**src/hdl/hvtd_pkg.sv**
```systemverilog
// Package for the haversine track odometer.
// Holds the datapath op codes, the sequencer program, status type and fixed-point constants.
// No dependencies.
package hvtd_pkg;

    localparam int LAT_W  = 31;
    localparam int LON_W  = 32;
    localparam int RAD_W  = 24;
    localparam int STEP_W = 32;
    localparam int TOT_W  = 48;
    localparam int CW     = 36;   // CORDIC x and y
    localparam int ZW     = 34;   // CORDIC angle
    localparam int QW     = 33;   // Q30 operands and multiplier inputs
    localparam int PW     = 66;   // multiplier product
    localparam int SQ_IN_W   = 62;
    localparam int SQ_ROOT_W = 31;
    localparam int SQ_STEPS  = 31;
    localparam int PC_W   = 6;
    localparam int ACC_W  = 40;   // step distance before output saturation

    localparam logic [31:0] DEG_MUL     = 32'd4024455254;
    localparam logic [31:0] PI_Q30      = 32'd3373259426;
    localparam logic [31:0] HALF_PI_Q30 = 32'd1686629713;
    localparam logic [31:0] GAIN_Q30    = 32'd652032874;
    localparam logic [31:0] ONE_Q30     = 32'd1073741824;
    localparam logic signed [34:0] HALF_TURN = 35'sd1800000000;
    localparam logic signed [34:0] FULL_TURN = 35'sd3600000000;
    localparam logic [9:0] MM_PER_M = 10'd1000;

    typedef enum logic [5:0] {
        OP_NONE, OP_LOAD, OP_OUTPUT,
        OP_DIFF_LAT, OP_DIFF_LON, OP_MUL_HALF, OP_ROT_HALF, OP_SAVE_SL, OP_SAVE_SG,
        OP_MUL_LAT1, OP_MUL_LAT2, OP_ROT_COS, OP_SAVE_C1, OP_SAVE_C2,
        OP_MUL_CC, OP_SAVE_CC, OP_MUL_SL2, OP_SAVE_A, OP_MUL_SG2, OP_SAVE_HS,
        OP_MUL_CCH, OP_ADD_A, OP_SQRT_X, OP_SAVE_SQX, OP_SQRT_Y, OP_SAVE_SQY,
        OP_VEC, OP_SAVE_ANG, OP_MUL_R, OP_SAVE_TT, OP_MUL_HI, OP_SAVE_HI,
        OP_MUL_LO, OP_ADD_LO, OP_ACCUM
    } t_op;

    typedef struct packed {
        logic have_pos;
        logic busy;
    } t_status;

    localparam logic [PC_W-1:0] PC_LAST = 6'd34;

    function automatic t_op prog_op(input logic [PC_W-1:0] pc);
        t_op op;
        case (pc)
            6'd0:  op = OP_DIFF_LAT;
            6'd1:  op = OP_MUL_HALF;
            6'd2:  op = OP_ROT_HALF;
            6'd3:  op = OP_SAVE_SL;
            6'd4:  op = OP_DIFF_LON;
            6'd5:  op = OP_MUL_HALF;
            6'd6:  op = OP_ROT_HALF;
            6'd7:  op = OP_SAVE_SG;
            6'd8:  op = OP_MUL_LAT1;
            6'd9:  op = OP_ROT_COS;
            6'd10: op = OP_SAVE_C1;
            6'd11: op = OP_MUL_LAT2;
            6'd12: op = OP_ROT_COS;
            6'd13: op = OP_SAVE_C2;
            6'd14: op = OP_MUL_CC;
            6'd15: op = OP_SAVE_CC;
            6'd16: op = OP_MUL_SL2;
            6'd17: op = OP_SAVE_A;
            6'd18: op = OP_MUL_SG2;
            6'd19: op = OP_SAVE_HS;
            6'd20: op = OP_MUL_CCH;
            6'd21: op = OP_ADD_A;
            6'd22: op = OP_SQRT_X;
            6'd23: op = OP_SAVE_SQX;
            6'd24: op = OP_SQRT_Y;
            6'd25: op = OP_SAVE_SQY;
            6'd26: op = OP_VEC;
            6'd27: op = OP_SAVE_ANG;
            6'd28: op = OP_MUL_R;
            6'd29: op = OP_SAVE_TT;
            6'd30: op = OP_MUL_HI;
            6'd31: op = OP_SAVE_HI;
            6'd32: op = OP_MUL_LO;
            6'd33: op = OP_ADD_LO;
            6'd34: op = OP_ACCUM;
            default: op = OP_NONE;
        endcase
        return op;
    endfunction

    // ops that launch a multi-cycle unit
    function automatic logic is_start(input t_op op);
        return (op == OP_ROT_HALF) || (op == OP_ROT_COS) || (op == OP_SQRT_X) ||
               (op == OP_SQRT_Y) || (op == OP_VEC);
    endfunction

    function automatic logic [29:0] atan_q30(input int unsigned i);
        logic [29:0] a;
        case (i)
            0:  a = 30'd843314856;
            1:  a = 30'd497837829;
            2:  a = 30'd263043836;
            3:  a = 30'd133525158;
            4:  a = 30'd67021686;
            5:  a = 30'd33543515;
            6:  a = 30'd16775850;
            7:  a = 30'd8388437;
            8:  a = 30'd4194282;
            9:  a = 30'd2097149;
            10: a = 30'd1048575;
            11: a = 30'd524287;
            12: a = 30'd262143;
            13: a = 30'd131071;
            14: a = 30'd65535;
            15: a = 30'd32767;
            16: a = 30'd16383;
            17: a = 30'd8191;
            18: a = 30'd4095;
            19: a = 30'd2047;
            20: a = 30'd1023;
            21: a = 30'd511;
            22: a = 30'd255;
            23: a = 30'd127;
            24: a = 30'd63;
            25: a = 30'd31;
            26: a = 30'd15;
            27: a = 30'd8;
            28: a = 30'd4;
            29: a = 30'd2;
            30: a = 30'd1;
            default: a = 30'd0;
        endcase
        return a;
    endfunction

endpackage

```
**src/hdl/hvtd_ctrl.sv**
```systemverilog
// Controller: accepts fixes, steps the datapath program, waits on units, hands off results.
// Depends on hvtd_pkg.
module hvtd_ctrl (
    input  logic              i_clk,
    input  logic              i_rst_n,
    input  logic              i_s_tvalid,
    output logic              o_s_tready,
    output logic              o_m_tvalid,
    input  logic              i_m_tready,
    input  hvtd_pkg::t_status i_status,
    output hvtd_pkg::t_op     o_op
);
    typedef enum logic [3:0] {
        S_IDLE = 4'b0001,
        S_RUN  = 4'b0010,
        S_WAIT = 4'b0100,
        S_DONE = 4'b1000
    } t_state;

    t_state                      r_state, n_state;
    logic [hvtd_pkg::PC_W-1:0]   r_pc, n_pc;
    logic                        r_out_valid, n_out_valid;
    hvtd_pkg::t_op               op;

    always_comb begin
        n_state     = r_state;
        n_pc        = r_pc;
        n_out_valid = r_out_valid && !i_m_tready;
        op          = hvtd_pkg::OP_NONE;
        case (r_state)
            S_IDLE: begin
                if (i_s_tvalid) begin
                    op      = hvtd_pkg::OP_LOAD;
                    n_pc    = '0;
                    n_state = i_status.have_pos ? S_RUN : S_DONE;
                end
            end
            S_RUN: begin
                op = hvtd_pkg::prog_op(r_pc);
                if (hvtd_pkg::is_start(op)) begin
                    n_state = S_WAIT;
                end else if (r_pc == hvtd_pkg::PC_LAST) begin
                    n_state = S_DONE;
                end else begin
                    n_pc = r_pc + 1'b1;
                end
            end
            S_WAIT: begin
                if (!i_status.busy) begin
                    n_pc    = r_pc + 1'b1;
                    n_state = S_RUN;
                end
            end
            S_DONE: begin
                if (!r_out_valid || i_m_tready) begin
                    op          = hvtd_pkg::OP_OUTPUT;
                    n_out_valid = 1'b1;
                    n_state     = S_IDLE;
                end
            end
            default: begin
                n_state = S_IDLE;
            end
        endcase
    end

    always_ff @(posedge i_clk) begin
        if (!i_rst_n) begin
            r_state     <= S_IDLE;
            r_pc        <= '0;
            r_out_valid <= 1'b0;
        end else begin
            r_state     <= n_state;
            r_pc        <= n_pc;
            r_out_valid <= n_out_valid;
        end
    end

    assign o_s_tready = (r_state == S_IDLE);
    assign o_m_tvalid = r_out_valid;
    assign o_op       = op;

`ifndef NO_ASSERTIONS
    a_wait_on_start: assert property (@(posedge i_clk) disable iff (!i_rst_n)
        (r_state == S_WAIT) |-> hvtd_pkg::is_start(hvtd_pkg::prog_op(r_pc)))
        else $error("waiting on a step that launches no unit");
    a_one_at_a_time: assert property (@(posedge i_clk) disable iff (!i_rst_n)
        (i_s_tvalid && o_s_tready) |=> !o_s_tready)
        else $error("second fix taken while one is in work");
    a_no_overwrite: assert property (@(posedge i_clk) disable iff (!i_rst_n)
        (op == hvtd_pkg::OP_OUTPUT) |-> (!r_out_valid || i_m_tready))
        else $error("result overwritten before it was taken");
    a_pc_range: assert property (@(posedge i_clk) disable iff (!i_rst_n)
        r_pc <= hvtd_pkg::PC_LAST)
        else $error("program counter past last step");
`endif
endmodule

```
**config.mk**
```make
export PLATFORM = sky130hd
export DESIGN_NAME = hvtd_ctrl
export DESIGN_NICKNAME = d
export VERILOG_FILES = /design/src/hdl/hvtd_pkg.sv /design/src/hdl/hvtd_ctrl.sv
export SDC_FILE = /design/constraint.sdc
export NUM_CORES = 1
export LEC_CHECK = 0
export ABC_CLOCK_PERIOD_IN_PS = 2600
export BUFFER_PORTS_ARGS = -buffer_cell sky130_fd_sc_hd__buf_2
export CORE_ASPECT_RATIO = 0.5
export CORE_MARGIN = 2
export CORE_UTILIZATION = 53
export DETAILED_ROUTE_END_ITERATION = 16
export PLACE_DENSITY = 0.76
export SLEW_MARGIN = 10
export SYNTH_ARGS = -nofsm -noshare
export SYNTH_HDL_FRONTEND = slang
export SYNTH_SLANG_ARGS = --single-unit
export TNS_END_PERCENT = 50
```
**constraint.sdc**
```tcl
create_clock -name i_clk -period 2.6 [get_ports i_clk]
set_input_delay 0.26 -clock i_clk [delete_from_list [all_inputs] [get_ports i_clk]]
set_output_delay 0.26 -clock i_clk [all_outputs]
set_load 0.005 [all_outputs]
```
==> results of run 1 <==
where the power goes:
group | internal (mW) | leakage, nW | switching (mW) | total [mW]
clock network | 0.106 | 0.0255 | 0.0938 | 0.200
logic | 0.213 | 0.506 | 0.267 | 0.480
registers | 0.288 | 0.138 | 0.0279 | 0.316
path summary, 6_finish.rpt:
| kind | cells after the start | end | start |
|---|---|---|---|
| hold / removal | 2 | r_state[0]$_SDFFE_PN1P_ | i_rst_n |
| hold reg to reg | 2 | o_m_tvalid$_SDFF_PN0_ | o_m_tvalid$_SDFF_PN0_ |
| setup reg to reg | 7 | flip-flop | r_state[0]$_SDFFE_PN1P_ |
| setup / recovery | 7 | flip-flop | r_state[0]$_SDFFE_PN1P_ |
synthesized netlist by cell type (all sizes together) (2+ instances only):
| cell | n | area [um^2] |
|---|---|---|
| nand2 | 21 | 91.33 |
| dfxtp | 17 | 340.3 |
| nor2 | 17 | 63.81 |
| inv | 9 | 33.78 |
| and2 | 8 | 50.05 |
| nand3 | 7 | 35.03 |
| nor3 | 7 | 51.30 |
| buf | 6 | 28.77 |
| mux2i | 6 | 96.34 |
| a21oi | 5 | 25.02 |
| nor4 | 5 | 43.79 |
| xnor2 | 5 | 43.79 |
| a211oi | 4 | 40.03 |
| a31oi | 4 | 31.28 |
| nand2b | 4 | 32.53 |
| o21ai | 4 | 20.02 |
| and3 | 3 | 18.77 |
| clkbuf | 3 | 11.26 |
| nand3b | 3 | 22.52 |
| nor2b | 3 | 18.77 |
| o22ai | 3 | 18.77 |
| a21boi | 2 | 18.77 |
| ha | 2 | 25.02 |
| nand4 | 2 | 12.51 |
| nor3b | 2 | 15.01 |
| o21a | 2 | 15.01 |
| o221ai | 2 | 17.52 |
| o2bb2ai | 2 | 17.52 |
| o31ai | 2 | 15.01 |
| or3 | 2 | 17.52 |
| or4b | 2 | 27.53 |
per-layer routing:
metal | share of wire | track usage | up-vias
met4 | 0.013 | 0.09821 | 0
met1 | 0.47 | 0.3219 | 686
met3 | 0.060 | 0.04405 | 6
met2 | 0.46 | 0.4261 | 53
met5 | 0 | 0 | -
li1 | - | - | 688
final cells by class:
class | count | area (um^2)
multi-input combinational | 142 | 1023
timing repair buffer | 27 | 170.2
clock buffer | 3 | 41.29
tap | 37 | 46.29
inverter | 9 | 33.78
fill | 221 | 908.4
clock inverter | 1 | 5.005
sequential | 17 | 341.6
worst reg2reg max path: cells and delay by family, from the launching register on:
kind             cells  cell delay (ns)
AO/OA/AOI/OAI        3             0.66
flip-flops           1             0.35
multiplexers         1             0.28
AND/OR/NAND/NOR      3             1.10
stage by stage:
step / instances / setup slack [ns] / instance area (um^2) / hold slack [ns] / total power [mW]
after CTS: 236 / 0.1251 / 1652 / 0.2963 / 0.9940
after global routing: 236 / 0.01888 / 1662 / 0.3102 / 1.065
final: 236 / 0.1361 / 1662 / 0.3075 / 0.9964
after detailed placement: 232 / 0.1609 / 1605 / 0.5574 / 0.7905
after global placement: 232 / 0.1607 / 1605 / 0.5541 / 0.7825
after floorplan: 177 / 0.03350 / 1429 / 0.3386 / 0.6663
kinds of logic after synthesis:
group                    Yosys count
AND/OR/NAND/NOR                   87
XOR/XNOR                           6
AO/OA/AOI/OAI                     40
buffers and inverters             18
multiplexers                       7
flip-flops                        17
adder cells (fa/ha/maj)            2
repair_timing:
item | in CTS | in global routing
gates resized for setup | 0 | 2
hold buffers | 0 | 0
buffers inserted | 0 | 0
setup endpoints to repair | 0 | 3
==> results.toml, run 1 <==
[place]
io_buffers = 13
dp_hpwl_um = 2660
gp_congestion = 0.8958

[flow_run]
drv_cap = 0

[clock_network]
cts_buffer_depth = 2
insertion_delay_ns = 0.25
cts_root_buf = "clkbuf_8"
clock-sinks = 17
htreeDepth = 1
cts_tree = "done"
cts_buffers = 3
clk_pin_slew_ns = 0.07

[sta]
slew_violations = 0
tns_ns = 0
slew_headroom = 0.6373
fin_skew_ns = 0.002047
finalSetupViolCount = 0
worstMarginPinSlew_ns = 0.5364
period_share = 0.9477
final_hold_viol_count = 0
max_freq_ghz = 0.4059
finalCriticalPeriod_ns = 2.464
grt_setup_unrepaired = "false"

[route]
first_pass_iters = 4
wl_per_cell_um = 15.11
drc = 0
viasPerCell = 6.072
vias = 1433
drt_iter0_markers = 103
ant_nets = 0
routed_wl_um = 3565

[grt]
grt_antenna_before_repair = 0
grt_start_max_net_pins = 12
overflow = 0
grt_pass1_wl_um = 5885
grtUsageTotal = 0.2463
grt_pass1_vias = 1275

[logic_synthesis]
synth_compound_area_frac = 0.2214
synth_area_um2 = 1424
synth_top_family_by_area = "simple AND/OR/NAND/NOR gates"
synth_cells = 177
synthSimpleGateAreaFrac = 0.3576
synth-adder-area-share = 0.01757
ys_types = 59
async_reset_ff_frac = 0
synth-main-ff-cell = "dfxtp_1"
syn_avg_cell_area_um2 = 8.044
synth_edf_count = 0
seq_area_frac_synth = 0.2390
synth_seq_cells = 17
yosys_warnings = 0
synth_xor_area_frac = 0.03691
synth_nets = 185
synth.area.mux_share = 0.07557

[critical_path]
start_kind = "flip-flop"
critPathKind = "reg -> reg"
cpPeakStageDelay_ns = 0.54
cp-end-kind = "flip-flop"
worstPathMaxFanout = 10
slowest_stage = "or4b_4"
cp.arrival_ns = 2.64
crit_family = "simple AND/OR/NAND/NOR gates"
reg2reg_slack_ns = 0.14
cp_num_buf_inv = 0
path_cells = "or4b_4 > a31oi_2 > nand2_2 > mux2i_4 > nor4_1 > a311oi_1 > a211oi_2"
cp_data_required_time_ns = 2.77

[finish]
syn_to_final_growth_pct = 16.70
fin_util = 0.6465
layout-drive-gt1-share = 0.2915
final_cell_mix = "nand2_1, nor2_1, dfxtp_1"
fin_nets = 208
antenna_cells = 0
layout_commonest_cell = "nand2_1"

[floorplan]
die_area_um2 = 3142
fp.coreArea_um2 = 2570
die_y_um = 40.65
die_x_um = 77.30
io_pins = 14
initial_core_util = 0.5540
rows = 13

[status]
status = "completed"

[power]
power_density_nw_per_um2 = 599.7
vdd_drop_max_mv = 0.2985
p_leak_nw = 0.6691

[min_path]
hp-class = "in -> reg"
Power figures use the tool's default switching activity.
==> run 2: changes to the inputs <==
--- a/config.mk
+++ b/config.mk
@@ -5,13 +5,12 @@
 export SDC_FILE = /design/constraint.sdc
 export NUM_CORES = 1
 export LEC_CHECK = 0
-export ABC_CLOCK_PERIOD_IN_PS = 2600
+export ABC_CLOCK_PERIOD_IN_PS = 2500
 export BUFFER_PORTS_ARGS = -buffer_cell sky130_fd_sc_hd__buf_2
-export CORE_ASPECT_RATIO = 0.5
 export CORE_MARGIN = 2
-export CORE_UTILIZATION = 53
+export CORE_UTILIZATION = 58
 export DETAILED_ROUTE_END_ITERATION = 16
-export PLACE_DENSITY = 0.76
+export PLACE_DENSITY = 0.78
 export SLEW_MARGIN = 10
 export SYNTH_ARGS = -nofsm -noshare
 export SYNTH_HDL_FRONTEND = slang
==> constraint.sdc (replaced) <==
create_clock -name i_clk -period 2.5 [get_ports i_clk]
set_input_delay 0.5 -clock i_clk [delete_from_list [all_inputs] [get_ports i_clk]]
set_output_delay 0.5 -clock i_clk [all_outputs]
set_load 0.005 [all_outputs]
==> results.toml, run 2 (synthesis gave the netlist of run 1 again) <==
[status]
status = "completed"

[clock_network]
cts_resized = 0
clock-sinks = 17
insertion_delay_ns = 0.30
post_cts_buffers = 0
cts_buffer_depth = 2
cts_tree = "done"
htreeDepth = 1
clk_pin_slew_ns = 0.10
cts_buffers = 3
hold_buffers = 0
cts_root_buf = "clkbuf_4"

[finish]
antenna_cells = 0
fin_nets = 212
final_cell_mix = "nand2_1, buf_4, nor2_1, dfxtp_1, buf_2"
final_area_um2 = 1698
layout-drive-gt1-share = 0.3103
syn_to_final_growth_pct = 19.24
layout.area.seq_um2 = 340.3
multiInputGateArea_um2 = 1061
fillers = 177

[grt]
grt_antenna_before_repair = 0
overflow = 0
grt_pass1_vias = 1277
grt_pass1_wl_um = 5796
grt_start_max_net_pins = 12
grtUsageTotal = 0.2799

[sta]
fin_skew_ns = 0.001722
slew_headroom = 0.6773
slew_violations = 0
period_share = 0.9645
worstMarginPinSlew_ns = 0.4812
final_hold_viol_count = 0
layout_setup_ws_ns = 0.08864
finalCriticalPeriod_ns = 2.411
max_freq_ghz = 0.4147
finalSetupViolCount = 0

[floorplan]
io_pins = 14
fp.coreArea_um2 = 2276
die_y_um = 53.55
rows = 17
die_x_um = 53.55
initial_core_util = 0.6256
die_area_um2 = 2867

[critical_path]
crit_family = "simple AND/OR/NAND/NOR gates"
reg2regPathDepth = 7
cp_data_required_time_ns = 2.69
critPathKind = "reg -> reg"
startpoint = "r_state[0]$_SDFFE_PN1P_"
reg2reg_from = "r_state[0]$_SDFFE_PN1P_"
worstPathMaxFanout = 9
cp-end-kind = "flip-flop"
path_cells = "or4b_4 > a31oi_4 > and3_1 > mux2i_2 > inv_2 > a311oi_1 > a211oi_2"
slowest_stage = "or4b_4"
cp.arrival_ns = 2.60
cp_num_buf_inv = 1
path_depth = 7
start_kind = "flip-flop"
cpPeakStageDelay_ns = 0.58

[power]
p_seq_frac = 0.326
p_switching_uw = 421.0
vdd_drop_max_mv = 0.4459
p_leak_nw = 0.6861
internal_power_uw = 593.5
swShare = 0.4150
finalPower_mw = 1.015
p_comb_frac = 0.523
power_density_nw_per_um2 = 597.6
p_clk_frac = 0.151

[min_path]
min-delay-start = "i_rst_n"
hp-class = "in -> reg"
min_path_cells = 2

[route]
ant_nets = 0
drc = 0
vias = 1442
routed_wl_um = 3671
wl_per_cell_um = 15.89
viasPerCell = 6.242
first_pass_iters = 4
drt_iter0_markers = 56

[place]
dp_slack_ns = -0.09054
gp_congestion = 0.8694
io_buffers = 13
postPlaceCellArea_um2 = 1624
dp_hpwl_um = 2798

[flow_run]
drv_cap = 0
run 2: cell types whose count changed in the layout (fill, tap and decap cells not counted), sizes merged:
cell / previous run / this run
buf: 27 / 31
run 2: worst paths after layout:
path	end	slack, ns
setup / recovery	flip-flop	0.09
hold / removal	r_state[0]$_SDFFE_PN1P_	0.50
setup reg to reg	flip-flop	0.09
hold reg to reg	o_m_tvalid$_SDFF_PN0_	0.63
run 2: metrics by stage:
step	hold WS [ns]	util	cells	TNS, ns
2_1_floorplan	0.5443	-	177	0
3_3_place_gp	0.5684	0.7136	227	-0.01706
3_5_place_dp	0.6000	0.7136	227	-0.2268
4_1_cts	0.4866	0.7257	231	0
5_1_grt	0.4907	0.7460	231	-0.01083
6_report	0.4993	0.7460	231	0
run 2: power by group through the flow:
stage               Clock (mW)  Combinational (mW)  Sequential (mW)
detailed placement           0               0.501            0.335
finish                   0.153               0.531            0.331
CTS                      0.158               0.503            0.329
global placement             0               0.485            0.334
global route             0.171               0.572            0.333
floorplan                    0               0.368            0.326
run 2: cell type report:
| cell class | instances | area share |
|---|---|---|
| Tap cell | 28 | 0.02063 |
| Clock inverter | 1 | 0.002948 |
| Timing Repair Buffer | 31 | 0.1179 |
| Clock buffer | 3 | 0.01326 |
| Multi-Input combinational cell | 142 | 0.6249 |
| Inverter | 9 | 0.01990 |
| Sequential cell | 17 | 0.2004 |
run 2: metal layers:
metal / routed length, um / track usage / vias to the layer above
li1: - / - / 694
met1: 1677 / 0.3759 / 683
met2: 1758 / 0.4650 / 57
met3: 177 / 0.04167 / 8
met4: 57 / 0.08120 / 0
met5: 0 / 0 / -
